## src/hw/rtl/mtm_pkg.sv

```systemverilog
// Shared types, constants and the controller table for the MUS to MIDI converter.
// Depends on nothing.
package mtm_pkg;

    // Parse phase, one-hot
    typedef enum logic [3:0] {
        PH_EVENT = 4'b0001,
        PH_OP1   = 4'b0010,
        PH_OP2   = 4'b0100,
        PH_DELAY = 4'b1000
    } phase_t;

    // MUS event kinds
    localparam logic [2:0] KIND_RELEASE = 3'd0;
    localparam logic [2:0] KIND_PLAY    = 3'd1;
    localparam logic [2:0] KIND_PITCH   = 3'd2;
    localparam logic [2:0] KIND_SYSTEM  = 3'd3;
    localparam logic [2:0] KIND_CTRL    = 3'd4;
    localparam logic [2:0] KIND_BAD_LO  = 3'd5;
    localparam logic [2:0] KIND_END     = 3'd6;
    localparam logic [2:0] KIND_BAD_HI  = 3'd7;

    // MIDI status nibbles
    localparam logic [7:0] ST_NOTE_OFF = 8'h80;
    localparam logic [7:0] ST_NOTE_ON  = 8'h90;
    localparam logic [7:0] ST_CTRL     = 8'hB0;
    localparam logic [7:0] ST_PROGRAM  = 8'hC0;
    localparam logic [7:0] ST_PITCH    = 8'hE0;

    // End-of-track meta event
    localparam logic [7:0] META_STATUS = 8'hFF;
    localparam logic [7:0] META_EOT    = 8'h2F;

    localparam logic [7:0] VOL_MAX   = 8'd127;
    localparam logic [7:0] VOL_RESET = 8'd64;

    localparam logic [3:0] CH_PERC = 4'd9;
    localparam logic [3:0] CH_LAST = 4'd15;

    // Widest delta carried between parser and serialiser
    localparam int DELTA_MAX_BITS = 32;
    localparam int DIGITS_MAX     = (DELTA_MAX_BITS + 6) / 7;
    localparam int DELTA_PAD_BITS = DIGITS_MAX * 7;
    localparam int EVT_BYTES      = 4;
    localparam int NUM_CTRL       = 15;

    localparam logic [7:0] CTRL_MAP [NUM_CTRL] = '{
        8'd0, 8'd0, 8'd1, 8'd7, 8'd10, 8'd11, 8'd91, 8'd93,
        8'd64, 8'd67, 8'd120, 8'd123, 8'd126, 8'd127, 8'd121
    };

    typedef struct packed {
        logic [7:0] score_byte;
        logic       score_start;
    } in_item_t;

    typedef struct packed {
        logic [7:0] midi_byte;
        logic       run_last;
        logic       score_done;
        logic       bad_event;
    } out_item_t;

    // One item's worth of output bytes: delta digits then event bytes
    typedef struct packed {
        logic [DELTA_MAX_BITS-1:0]  delta;
        logic [2:0]                 n_digits;
        logic [EVT_BYTES-1:0][7:0]  evt;
        logic [2:0]                 n_evt;
        logic                       done;
        logic                       bad;
    } pkt_t;

    typedef struct packed {
        logic load;
        pkt_t pkt;
    } pkt_req_t;

    function automatic logic [7:0] map_ctrl(input logic [7:0] c);
        logic [7:0] r;
        r = 8'd0;
        if (c < 8'(NUM_CTRL))
        begin
            r = CTRL_MAP[c[3:0]];
        end
        return r;
    endfunction

    function automatic logic [7:0] clamp_vol(input logic [7:0] v);
        return v[7] ? VOL_MAX : v;
    endfunction

endpackage

```

## src/hw/rtl/mtm_parser.sv

```systemverilog
// MUS byte parser: parse state, channel volumes, initial volume register.
// Builds one output packet per completed event or end of score. Depends on mtm_pkg.
module mtm_parser #(
    parameter int DELTA_BITS = 32
) (
    input  logic                clk,
    input  logic                rst_n,
    input  logic                cfg_valid,
    input  logic [7:0]          cfg_data,
    input  logic                accept,
    input  mtm_pkg::in_item_t   item,
    output mtm_pkg::pkt_req_t   req
);

    mtm_pkg::phase_t phase_reg, phase_next;
    logic [3:0]            chan_reg, chan_next;
    logic [2:0]            kind_reg, kind_next;
    logic                  grp_reg, grp_next;
    logic [7:0]            held_reg, held_next;
    logic [DELTA_BITS-1:0] acc_reg, acc_next;
    logic [DELTA_BITS-1:0] pend_reg, pend_next;
    logic                  fin_reg, fin_next;
    logic [7:0]            init_vol_reg;
    logic [7:0]            vol_reg [16];

    // state as seen after an optional score start
    mtm_pkg::phase_t e_phase;
    logic [3:0]            e_chan;
    logic [2:0]            e_kind;
    logic                  e_grp;
    logic [7:0]            e_held;
    logic [DELTA_BITS-1:0] e_acc;
    logic [DELTA_BITS-1:0] e_pend;
    logic                  e_fin;

    logic       start;
    logic [7:0] b;
    logic       emit, two, eot, bad, vol_we;
    logic [7:0] cmd, p0, p1;
    logic [3:0] mchan;
    logic [mtm_pkg::DELTA_MAX_BITS-1:0] delta_w;
    logic [mtm_pkg::DELTA_PAD_BITS-1:0] delta_x;

    assign start = item.score_start;
    assign b     = item.score_byte;

    always_comb
    begin
        e_phase = start ? mtm_pkg::PH_EVENT : phase_reg;
        e_chan  = start ? 4'd0 : chan_reg;
        e_kind  = start ? 3'd0 : kind_reg;
        e_grp   = start ? 1'b0 : grp_reg;
        e_held  = start ? 8'd0 : held_reg;
        e_acc   = start ? '0 : acc_reg;
        e_pend  = start ? '0 : pend_reg;
        e_fin   = start ? 1'b0 : fin_reg;
    end

    always_comb
    begin
        phase_next = e_phase;
        chan_next  = e_chan;
        kind_next  = e_kind;
        grp_next   = e_grp;
        held_next  = e_held;
        acc_next   = e_acc;
        pend_next  = e_pend;
        fin_next   = e_fin;
        emit   = 1'b0;
        two    = 1'b1;
        eot    = 1'b0;
        bad    = 1'b0;
        vol_we = 1'b0;
        cmd    = 8'd0;
        p0     = 8'd0;
        p1     = 8'd0;
        if (!e_fin)
        begin
            case (e_phase)
                mtm_pkg::PH_OP1:
                begin
                    case (e_kind)
                        mtm_pkg::KIND_PLAY:
                        begin
                            if (b[7])
                            begin
                                held_next  = b;
                                phase_next = mtm_pkg::PH_OP2;
                            end
                            else
                            begin
                                emit = 1'b1;
                                cmd  = mtm_pkg::ST_NOTE_ON;
                                p0   = {1'b0, b[6:0]};
                                p1   = mtm_pkg::clamp_vol(vol_reg[e_chan]);
                            end
                        end
                        mtm_pkg::KIND_RELEASE:
                        begin
                            emit = 1'b1;
                            cmd  = mtm_pkg::ST_NOTE_OFF;
                            p0   = b;
                        end
                        mtm_pkg::KIND_PITCH:
                        begin
                            emit = 1'b1;
                            cmd  = mtm_pkg::ST_PITCH;
                            p0   = {1'b0, b[0], 6'd0};
                            p1   = {1'b0, b[7:1]};
                        end
                        mtm_pkg::KIND_SYSTEM:
                        begin
                            emit = 1'b1;
                            cmd  = mtm_pkg::ST_CTRL;
                            p0   = mtm_pkg::map_ctrl(b);
                        end
                        mtm_pkg::KIND_CTRL:
                        begin
                            held_next  = b;
                            phase_next = mtm_pkg::PH_OP2;
                        end
                        default:
                        begin
                            phase_next = mtm_pkg::PH_EVENT;
                        end
                    endcase
                end
                mtm_pkg::PH_OP2:
                begin
                    if (e_kind == mtm_pkg::KIND_PLAY)
                    begin
                        vol_we = 1'b1;
                        emit   = 1'b1;
                        cmd    = mtm_pkg::ST_NOTE_ON;
                        p0     = {1'b0, e_held[6:0]};
                        p1     = mtm_pkg::clamp_vol(b);
                    end
                    else if (e_kind == mtm_pkg::KIND_CTRL)
                    begin
                        emit = 1'b1;
                        if (e_held == 8'd0)
                        begin
                            cmd = mtm_pkg::ST_PROGRAM;
                            p0  = b;
                            two = 1'b0;
                        end
                        else
                        begin
                            cmd = mtm_pkg::ST_CTRL;
                            p0  = mtm_pkg::map_ctrl(e_held);
                            p1  = b;
                        end
                    end
                    else
                    begin
                        phase_next = mtm_pkg::PH_EVENT;
                    end
                end
                mtm_pkg::PH_DELAY:
                begin
                    // shift in seven bits, wraps at DELTA_BITS
                    acc_next = {e_acc[DELTA_BITS-8:0], b[6:0]};
                    if (!b[7])
                    begin
                        pend_next  = acc_next;
                        phase_next = mtm_pkg::PH_EVENT;
                    end
                end
                default:
                begin
                    if (b[6:4] inside {mtm_pkg::KIND_BAD_LO, mtm_pkg::KIND_END,
                                       mtm_pkg::KIND_BAD_HI})
                    begin
                        eot        = 1'b1;
                        bad        = (b[6:4] != mtm_pkg::KIND_END);
                        fin_next   = 1'b1;
                        phase_next = mtm_pkg::PH_EVENT;
                    end
                    else
                    begin
                        chan_next  = b[3:0];
                        kind_next  = b[6:4];
                        grp_next   = b[7];
                        phase_next = mtm_pkg::PH_OP1;
                    end
                end
            endcase
            if (emit)
            begin
                pend_next = '0;
                if (e_grp)
                begin
                    acc_next   = '0;
                    phase_next = mtm_pkg::PH_DELAY;
                end
                else
                begin
                    phase_next = mtm_pkg::PH_EVENT;
                end
            end
        end
    end

    // percussion channel swap
    always_comb
    begin
        if (e_chan == mtm_pkg::CH_LAST)
        begin
            mchan = mtm_pkg::CH_PERC;
        end
        else if (e_chan == mtm_pkg::CH_PERC)
        begin
            mchan = mtm_pkg::CH_LAST;
        end
        else
        begin
            mchan = e_chan;
        end
    end

    assign delta_w = mtm_pkg::DELTA_MAX_BITS'(e_pend);
    assign delta_x = mtm_pkg::DELTA_PAD_BITS'(delta_w);

    always_comb
    begin
        req.load         = accept && (emit || eot);
        req.pkt.delta    = delta_w;
        req.pkt.done     = eot;
        req.pkt.bad      = bad;
        if (eot)
        begin
            req.pkt.n_digits = 3'd0;
            req.pkt.n_evt    = 3'd4;
            req.pkt.evt[0]   = 8'h00;
            req.pkt.evt[1]   = mtm_pkg::META_STATUS;
            req.pkt.evt[2]   = mtm_pkg::META_EOT;
            req.pkt.evt[3]   = 8'h00;
        end
        else
        begin
            if (delta_x[34:28] != 7'd0)
            begin
                req.pkt.n_digits = 3'd5;
            end
            else if (delta_x[27:21] != 7'd0)
            begin
                req.pkt.n_digits = 3'd4;
            end
            else if (delta_x[20:14] != 7'd0)
            begin
                req.pkt.n_digits = 3'd3;
            end
            else if (delta_x[13:7] != 7'd0)
            begin
                req.pkt.n_digits = 3'd2;
            end
            else
            begin
                req.pkt.n_digits = 3'd1;
            end
            req.pkt.n_evt  = two ? 3'd3 : 3'd2;
            req.pkt.evt[0] = cmd | {4'd0, mchan};
            req.pkt.evt[1] = p0;
            req.pkt.evt[2] = p1;
            req.pkt.evt[3] = 8'h00;
        end
    end

    always_ff @(posedge clk or negedge rst_n)
    begin
        if (!rst_n)
        begin
            phase_reg    <= mtm_pkg::PH_EVENT;
            chan_reg     <= 4'd0;
            kind_reg     <= 3'd0;
            grp_reg      <= 1'b0;
            held_reg     <= 8'd0;
            acc_reg      <= '0;
            pend_reg     <= '0;
            fin_reg      <= 1'b0;
            init_vol_reg <= mtm_pkg::VOL_RESET;
            for (int i = 0; i < 16; i++)
            begin
                vol_reg[i] <= mtm_pkg::VOL_RESET;
            end
        end
        else
        begin
            if (cfg_valid)
            begin
                init_vol_reg <= cfg_data;
            end
            if (accept)
            begin
                phase_reg <= phase_next;
                chan_reg  <= chan_next;
                kind_reg  <= kind_next;
                grp_reg   <= grp_next;
                held_reg  <= held_next;
                acc_reg   <= acc_next;
                pend_reg  <= pend_next;
                fin_reg   <= fin_next;
                if (start)
                begin
                    for (int i = 0; i < 16; i++)
                    begin
                        vol_reg[i] <= init_vol_reg;
                    end
                end
                else if (vol_we)
                begin
                    vol_reg[e_chan] <= b;
                end
            end
        end
    end

endmodule

```

## src/hw/rtl/mtm_serializer.sv

```systemverilog
// Output packet register and byte serialiser for the MUS to MIDI converter.
// Depends on mtm_pkg.
module mtm_serializer (
    input  logic                clk,
    input  logic                rst_n,
    input  mtm_pkg::pkt_req_t   req,
    output logic                room,
    output logic                midi_valid,
    input  logic                midi_ready,
    output mtm_pkg::out_item_t  midi_data
);

    mtm_pkg::pkt_t pkt_reg;
    logic          valid_reg, valid_next;
    logic [2:0]    pos_reg, pos_next;

    logic [3:0] total;
    logic       last;
    logic [2:0] di;
    logic [2:0] ei;
    logic [6:0] grp;
    logic [7:0] byte_out;
    logic [mtm_pkg::DELTA_PAD_BITS-1:0] dx;

    assign total = {1'b0, pkt_reg.n_digits} + {1'b0, pkt_reg.n_evt};
    assign last  = (({1'b0, pos_reg} + 4'd1) == total);
    assign dx    = mtm_pkg::DELTA_PAD_BITS'(pkt_reg.delta);
    assign di    = pkt_reg.n_digits - 3'd1 - pos_reg;
    assign ei    = pos_reg - pkt_reg.n_digits;

    always_comb
    begin
        case (di)
            3'd0:    grp = dx[6:0];
            3'd1:    grp = dx[13:7];
            3'd2:    grp = dx[20:14];
            3'd3:    grp = dx[27:21];
            3'd4:    grp = dx[34:28];
            default: grp = 7'd0;
        endcase
        if (pos_reg < pkt_reg.n_digits)
        begin
            byte_out = {(di != 3'd0), grp};   // continuation bit on all but the last
        end
        else
        begin
            byte_out = pkt_reg.evt[ei[1:0]];
        end
    end

    assign midi_valid           = valid_reg;
    assign midi_data.midi_byte  = byte_out;
    assign midi_data.run_last   = last;
    assign midi_data.score_done = pkt_reg.done;
    assign midi_data.bad_event  = pkt_reg.bad;

    // packet slot frees as its final byte is transferred
    assign room = !valid_reg || (midi_ready && last);

    always_comb
    begin
        valid_next = valid_reg;
        pos_next   = pos_reg;
        if (valid_reg && midi_ready)
        begin
            if (last)
            begin
                valid_next = 1'b0;
                pos_next   = 3'd0;
            end
            else
            begin
                pos_next = pos_reg + 3'd1;
            end
        end
        if (req.load)
        begin
            valid_next = 1'b1;
            pos_next   = 3'd0;
        end
    end

    always_ff @(posedge clk or negedge rst_n)
    begin
        if (!rst_n)
        begin
            valid_reg <= 1'b0;
            pos_reg   <= 3'd0;
        end
        else
        begin
            valid_reg <= valid_next;
            pos_reg   <= pos_next;
        end
    end

    always_ff @(posedge clk)
    begin
        if (req.load)
        begin
            pkt_reg <= req.pkt;
        end
    end

endmodule

```

## src/hw/rtl/mus_to_midi_event_converter_core.sv

```systemverilog
// Latency: the first MIDI byte of an event is offered the cycle after its last score byte.
// Throughput: one score byte per cycle while no output is pending; an event's packet holds
// the output port until its final transfer, with which the next score byte can be taken.
// Reset (rst_n, async, active low): parser idle, delays cleared, volumes and initial
// volume at 64, no output pending.
module mus_to_midi_event_converter_core #(
    parameter int DELTA_BITS = 32
) (
    input  logic                clk,
    input  logic                rst_n,
    // score byte channel
    input  logic                score_valid,
    output logic                score_ready,
    input  mtm_pkg::in_item_t   score_data,
    // MIDI byte channel
    output logic                midi_valid,
    input  logic                midi_ready,
    output mtm_pkg::out_item_t  midi_data,
    // initial volume write channel
    input  logic                cfg_valid,
    output logic                cfg_ready,
    input  logic [7:0]          cfg_data
);

    // Structure
    //   mtm_parser holds the parse state and the sixteen channel volumes. Each
    //   accepted score byte is decoded in one pass; a completed event (or the
    //   end of the score) becomes one packet: the pending delta plus up to four
    //   event bytes.
    //   mtm_serializer registers that packet and hands it out one byte per
    //   transfer: delta digits most significant first, then status and
    //   parameters, run_last on the final byte.
    //
    // A score byte is taken only while the packet slot is free or frees with
    // this cycle's final transfer, whether or not the byte finishes an event;
    // behind a packet of several bytes the input waits for all its transfers.

    logic              accept;
    logic              room;
    mtm_pkg::pkt_req_t req;

    assign cfg_ready   = 1'b1;   // register write always takes effect at once
    assign score_ready = room;
    assign accept      = score_valid && room;

    mtm_parser #(
        .DELTA_BITS (DELTA_BITS)
    ) u_parser (
        .clk       (clk),
        .rst_n     (rst_n),
        .cfg_valid (cfg_valid),
        .cfg_data  (cfg_data),
        .accept    (accept),
        .item      (score_data),
        .req       (req)
    );

    mtm_serializer u_serializer (
        .clk        (clk),
        .rst_n      (rst_n),
        .req        (req),
        .room       (room),
        .midi_valid (midi_valid),
        .midi_ready (midi_ready),
        .midi_data  (midi_data)
    );

endmodule

```

## config.mk

```make
export PLATFORM = sky130hd
export DESIGN_NAME = mus_to_midi_event_converter_core
export DESIGN_NICKNAME = d
export VERILOG_FILES = /design/src/hw/rtl/mtm_pkg.sv /design/src/hw/rtl/mtm_parser.sv /design/src/hw/rtl/mtm_serializer.sv /design/src/hw/rtl/mus_to_midi_event_converter_core.sv
export SDC_FILE = /design/constraint.sdc
export NUM_CORES = 1
export LEC_CHECK = 0
export ABC_AREA = 1
export BUFFER_PORTS_ARGS = -buffer_cell sky130_fd_sc_hd__buf_2
export CAP_MARGIN = 20
export CORE_UTILIZATION = 58
export CTS_CLUSTER_DIAMETER = 100
export DETAILED_ROUTE_END_ITERATION = 10
export PLACE_DENSITY = 0.84
export SYNTH_ARGS = -nofsm -noshare
export SYNTH_HDL_FRONTEND = slang
export SYNTH_HIERARCHICAL = 1
export SYNTH_SLANG_ARGS = --single-unit
```

## constraint.sdc

```tcl
create_clock -name clk -period 9.6 [get_ports clk]
set_clock_uncertainty 0.05 [all_clocks]
set_input_delay 1.92 -clock clk [delete_from_list [all_inputs] [get_ports clk]]
set_output_delay 1.92 -clock clk [all_outputs]
set_load 0.005 [all_outputs]
```

==> results of run 1 <==
## power by group through the flow
stage / clock network [W] / registers [W] / logic (W)
finish: 0.00122 / 0.00194 / 0.00195
global route: 0.00127 / 0.00197 / 0.00214
CTS: 0.00123 / 0.00192 / 0.00190
detailed placement: 0 / 0.00194 / 0.00189
global placement: 0 / 0.00192 / 0.00183
floorplan: 0 / 0.00189 / 0.00139
## routing by layer
layer,wire length (um),track usage (%)
met1,19200,48.8
met2,20300,47.8
met3,5600,6.34
met4,1680,12.3
met5,0,0
## synthesized netlist by cell type, types with 17 or more instances
library cell,n
a22oi_1,20
nor2_1,107
nand2_1,467
a21oi_1,70
o2111ai_1,24
o22ai_1,18
buf_2,22
nand3_1,117
o21ai_0,209
buf_4,22
edfxtp_1,72
nand2_2,17
a31oi_1,18
inv_1,149
o211ai_1,45
mux2_2,89
o21a_1,32
dfrtp_1,200
dfstp_2,18
clkbuf_1,74
## how the worst min path moves through the flow
stage | end | cells past startpoint
global route | u_parser/held_reg[4] | 2
detailed placement | u_parser/held_reg[7] | 2
floorplan | u_parser/held_reg[7] | 2
global placement | u_parser/held_reg[7] | 2
CTS | u_parser/held_reg[7] | 2
finish | u_parser/acc_reg[20] | 1
## kinds of logic after synthesis
kind of cell             Yosys count  synth area share [%]
AND/OR/NAND/NOR                  747                  19.4
flip-flops                       290                  47.1
other                              2                0.0463
buffers and inverters            295                  7.65
multiplexers                      89                  6.17
adder cells (fa/ha/maj)            9                 0.786
AO/OA/AOI/OAI                    495                  18.9
## layout make-up
type | instances | area, um^2
fillers | 2255 | 9720
clock inverters | 17 | 185
clock buffers | 41 | 847
flip-flops and latches | 290 | 7640
well taps | 372 | 465
repair buffers | 49 | 293
multi-input cells | 1349 | 7390
diodes | 1 | 2.50
inverters | 168 | 633
## stage by stage
stage | setup slack [ps] | instance area (um^2)
2_1_floorplan | 2130 | 16300
3_3_place_gp | 3470 | 16400
3_5_place_dp | 3280 | 16400
4_1_cts | 3850 | 17500
5_1_grt | 3440 | 17500
6_report | 3730 | 17500
==> out/summary.txt, run 1 <==
Reg power frac -> 37.9%
leading cell types in the layout, fill and taps excluded -> nand2_1, o21ai_0, dfrtp_1, inv_1, nand3_1
Util after Layout -> 64.2%
clk sink count -> 290
slew margin rel. -> 25.0%
setup_tns -> 0 ps
Post-Route WL -> 46.8 mm
Avg WL per Cell -> 20.5 um
Die Height -> 169 um
max-cap violation count -> 0
crit path kind -> in2reg
Fin Hold WS -> 440 ps
crit path max fanout -> 74
max reg flops -> 128
Internal -> 0.00308 W
routed via count -> 14600
Slew @ Worst Pin -> 1120 ps
layout cells sized above 1 -> 13.9%
DRT Pass-1 Iters -> 7
H-tree depth -> 1
core area -> 27200 um^2
ANT nets after route -> 0
CP top delay family -> buffers and inverters
GRT overflow -> 0
synth top area cells -> dfrtp_1, edfxtp_1, nand2_1
RePlAce Congestion -> 0.996
pin count of the biggest net entering global routing -> 143
worst skew pair latency -> 590 ps
Setup violations, final -> 0
worst setup path startpoint -> score_data[0]
post-CTS setup buffer count -> 0
Main synth FF type -> dfrtp_1
EDFF count, synth -> 72
first-pass GRT wire length -> 73.7 mm
Net Sw Power -> 0.00202 W
CP required -> 10010 ps
Final Max Tran Viols -> 0
Clk pwr share -> 23.9%
CP endpoint kind -> flop
Async S/R FF share, synth -> 75.2%
Startpoint Class -> input pin
Final HPWL DP -> 30.1 mm
post-route minimum period -> 5870 ps
CTS tree -> done
Total Nets Final -> 1920
final hold viol count -> 0
Final Power -> 0.00510 W
sw frac -> 39.6%
Leak Pwr -> 7.70 nW
Crit path largest cell delay -> 720 ps
reg2reg setup slack -> 3960 ps
Mapped Avg Cell Area -> 8.42 um^2
vias in the first global route -> 13600
cell accounting for the most synthesized area -> dfrtp_1
hold bufs inserted after CTS -> 0
Final period util -> 61.1%
Cells after DPL -> 2228
CP cell instances -> buf_2 -> buf_4 -> inv_4 -> nand2_2 -> nor2_1 -> nand2_1 -> inv_2 -> nor3_4 -> nand2_1 -> a21oi_4 -> buf_4 -> inv_1 -> nand3_1 -> nand2_1
# DRC -> 0
# rows -> 60
Crit path top cell by count -> nand2_1
Critical Path Stages -> 14
Reg-to-Reg Start -> u_serializer/pkt_reg[37]
worst vdd ir -> 0.000167 V
Post-Syn Area -> 16200 um^2
power per cell area -> 292 nW/um^2
Data arrival, critical path -> 6280 ps
I/O pin cnt -> 36
#FFs+latches synth -> 290
hold wc startpoint -> u_parser/acc_reg[20]
Warnings, synthesis -> 6
CTS clk-pin slew, worst paths -> 60 ps
Worst Hold Class -> reg2reg
Worst setup endpoint -> u_serializer/pos_reg[1]
clock buffer depth -> 3
initial antenna violation count -> 0
fin cells -> 2287
reg2reg end -> u_parser/vol_reg[32]
via density per instance -> 6.38
sequential fraction of the synthesis area -> 47.1%
most common cell after layout, fill and taps aside -> nand2_1
Area Overhead vs Synth -> 7.55%
cells on worst reg2reg path -> 20
total global routing track utilization -> 32.9%
Initial Util -> 59.7%
status -> complete, no violations
unrepaired setup endpoints after global routing -> no
slowest stage cell, crit path -> buf_4
Worst Path Buf+Inv -> 6
Initial DRC Count -> 2144
fmax -> 170 MHz
part of the power in combinational logic -> 38.2%
post-CTS sizing -> 0
total CTS buffers -> 31
die width -> 169 um
die area -> 28700 um^2
post-synth top area share -> 30.8%
Cells after Synth -> 1927
Root Driver -> clkbuf_16
post-synth cell types -> 52
IO Port Bufs -> 34
(Power assumes the default switching activity.)
==> run 2: changes to the inputs <==
ABC_AREA = 0   (was 1)
CORE_UTILIZATION = 57   (was 58)
PLACE_DENSITY = 0.86   (was 0.84)
clock period = 5 ns   (was 9.6 ns; I/O delays follow)
==> run 2 against run 1 <==
Effect of this change:
- first-iteration DRC count fell by 5.5%
- core utilization fell by 1.3 points
- register-to-register slack got worse by 3200 ps
- largest cell class unchanged
- highest routed layer unchanged
==> out/summary.txt, run 2 <==
status -> complete, no violations
Slew @ Worst Pin -> 1050 ps (-74.9 ps)
Total Nets Final -> 1430 (-26%)
sequential fraction of the synthesis area -> 50.5% (+3.4 points)
Cells after DPL -> 1701 (-24%)
IO Port Bufs -> 34 (unchanged)
worst vdd ir -> 0.000413 V (+150%)
Data arrival, critical path -> 3530 ps (-2750 ps)
pin count of the biggest net entering global routing -> 105 (-27%)
routed via count -> 12700 (-13%)
# DRC -> 0 (unchanged)
I/O pin cnt -> 36 (unchanged)
post-synthesis simple-gate area fraction -> 10.2% (-9.2 points)
CP required -> 3950 ps (-6060 ps)
Final Max Tran Viols -> 0 (unchanged)
Mapped Avg Cell Area -> 10.5 um^2 (+25%)
post-synth cell types -> 92 (+77%)
Cells after Synth -> 1436 (-25%)
post-CTS sizing -> 0 (unchanged)
Warnings, synthesis -> 6 (unchanged)
first-pass GRT wire length -> 67.0 mm (-9.2%)
clk sink count -> 290 (unchanged)
Async S/R FF share, synth -> 75.2% (unchanged)
hold bufs inserted after CTS -> 0 (unchanged)
post-synth top area share -> 33.1% (+2.2 points)
Post-Route WL -> 42.8 mm (-8.5%)
leading cell types in the layout, fill and taps excluded -> dfrtp_1, a21oi_1, o21ai_0, o22ai_1, edfxtp_1
worst skew pair latency -> 580 ps (about the same)
initial antenna violation count -> 0 (unchanged)
Die Height -> 165 um (-2.6%)
CP cell instances -> inv_1 -> ha_1 -> inv_1 -> fa_1 -> buf_4 -> mux4_2 -> nand2_1 -> o21ai_1 -> buf_2
RePlAce Congestion -> 0.977 (-1.9%)
EDFF count, synth -> 72 (unchanged)
vias in the first global route -> 12100 (-11%)
via density per instance -> 7.24 (+14%)
slowest stage cell, crit path -> fa_1
Crit path top cell by count -> inv_1
power per cell area -> 530 nW/um^2 (+81%)
Final period util -> 91.6%
post-route minimum period -> 4580 ps
ANT nets after route -> 0 (unchanged)
most common cell after layout, fill and taps aside -> dfrtp_1
slew margin rel. -> 29.5% (+4.5 points)
Worst Path Buf+Inv -> 4 (-2)
max-cap violation count -> 0 (unchanged)
CP endpoint kind -> output pin
xor/xnor share of the synthesized area -> 0.678% (+0.68 points)
compound-cell area share of the yosys netlist -> 25.4% (+6.5 points)
cell accounting for the most synthesized area -> dfrtp_1
DRT Pass-1 Iters -> 8 (+1)
final hold viol count -> 0 (unchanged)
Synth Area in Adders -> 0.843% (+0.057 points)
Startpoint Class -> flop
die area -> 27200 um^2 (-5.1%)
# rows -> 59 (-1.7%)
unrepaired setup endpoints after global routing -> no
fmax -> 218 MHz
Setup violations, final -> 0 (unchanged)
crit path max fanout -> 17 (-77%)
die width -> 165 um (-2.6%)
Initial DRC Count -> 2026 (-5.5%)
Main synth FF type -> dfrtp_1
Crit path largest cell delay -> 1090 ps (+370 ps)
#FFs+latches synth -> 290 (unchanged)
core area -> 26100 um^2 (-4.1%)
total global routing track utilization -> 31.8% (-1.1 points)
most frequent cells after synthesis -> dfrtp_1, a21oi_1, o21ai_0, o22ai_1, edfxtp_1
layout cells sized above 1 -> 14.8% (+0.81 points)
fin cells -> 1758 (-23%)
post-CTS setup buffer count -> 0 (unchanged)
Final HPWL DP -> 26.4 mm (-12%)
largest family of logic cells by synthesized area -> compound AO/OA/AOI/OAI gates
Leak Pwr -> 6.46 nW (-16%)
CP top delay family -> adder cells
top-count cell post-synth -> dfrtp_1
H-tree depth -> 1 (unchanged)
CTS clk-pin slew, worst paths -> 60 ps (about the same)
CTS tree -> done
Post-Syn Area -> 15100 um^2 (-6.8%)
total CTS buffers -> 30 (-3.2%)
Root Driver -> clkbuf_16
Avg WL per Cell -> 24.3 um (+19%)
setup_tns -> 0 ps (unchanged)
Area Overhead vs Synth -> 8.38%
max reg flops -> 128 (unchanged)
post-synthesis mux area share -> 6.92% (+0.75 points)
clock buffer depth -> 3 (unchanged)
synth top area cells -> dfrtp_1, edfxtp_1, a21oi_1
crit path kind -> reg2out
Worst Hold Class -> in2async
n_diodes -> 0 (-1)
Initial Util -> 58.1% (-1.7 points)
GRT overflow -> 0 (unchanged)
[run 2: cell types whose count changed after synthesis, sizes merged, moves of 33 or more]
cell and delta:
a22o +67, o21ai -74, mux2 -76, nand3 -98, a21oi +83, inv -143, nand2 -415, mux2i +45
nor2b +45, o211ai -33, nor2 -60, o22ai +92
[run 2: cell families (layout without fill, tap and decap cells)]
family,after synthesis,count (layout)
flops,290,290
xor+xnor,10,10
other cells,2,9
compound gates,601,601
mux,78,78
simple gates,287,287
buf+inv,159,139
fa+ha+maj,9,9
[run 2: power by group]
| part | internal, W | total [W] | leakage (nW) | switching (W) |
|---|---|---|---|---|
| combinational | 0.00119 | 0.00289 | 2.40 | 0.00170 |
| clock | 0.00149 | 0.00246 | 0.523 | 0.000966 |
| sequential | 0.00288 | 0.00335 | 3.54 | 0.000465 |
[run 2: cell type report]
cell class | instances | area, um^2
timing repair buffer | 62 | 428
fill | 1932 | 9660
clock inverter | 25 | 323
clock buffer | 31 | 776
sequential | 290 | 7640
multi-input combinational | 994 | 6730
tap | 335 | 419
inverter | 21 | 80.1
[run 2: final timing paths]
path / start / slack (ps) / cells past startpoint / endpoint
worst max register to register: u_serializer/pkt_reg[37] / 810 / 15 / u_parser/vol_reg[69]
max in group asynchronous: rst_n / 3340 / 2 / u_parser/vol_reg[86]
worst min register to register: u_parser/pend_reg[7] / 440 / 1 / u_parser/pend_reg[7]
min in group clk: u_parser/pend_reg[7] / 440 / 1 / u_parser/pend_reg[7]
worst min-delay path: rst_n / 440 / 1 / u_parser/pend_reg[30]
worst max-delay path: u_serializer/pos_reg[0] / 420 / 9 / midi_data[3]
[run 2: layer usage]
layer | share of wire, % | GRT usage [%] | vias up
met3 | 12 | 6.91 | 187
met1 | 38 | 43.4 | 6140
met2 | 45 | 48.8 | 1000
met5 | 0 | 0 | -
met4 | 4.5 | 14.6 | 0
li1 | - | - | 5395
[run 2: per-stage QoR]
stage	instance area, um^2	hold WS, ps	power (W)	util, %	setup slack [ps]
after floorplan	15200	407	0.00537	-	138
after global placement	15300	426	0.00601	58.7	1140
after detailed placement	15300	428	0.00614	58.7	979
after CTS	16400	444	0.00859	62.9	409
after global routing	16400	469	0.00906	62.9	223
final	16400	437	0.00869	62.9	422
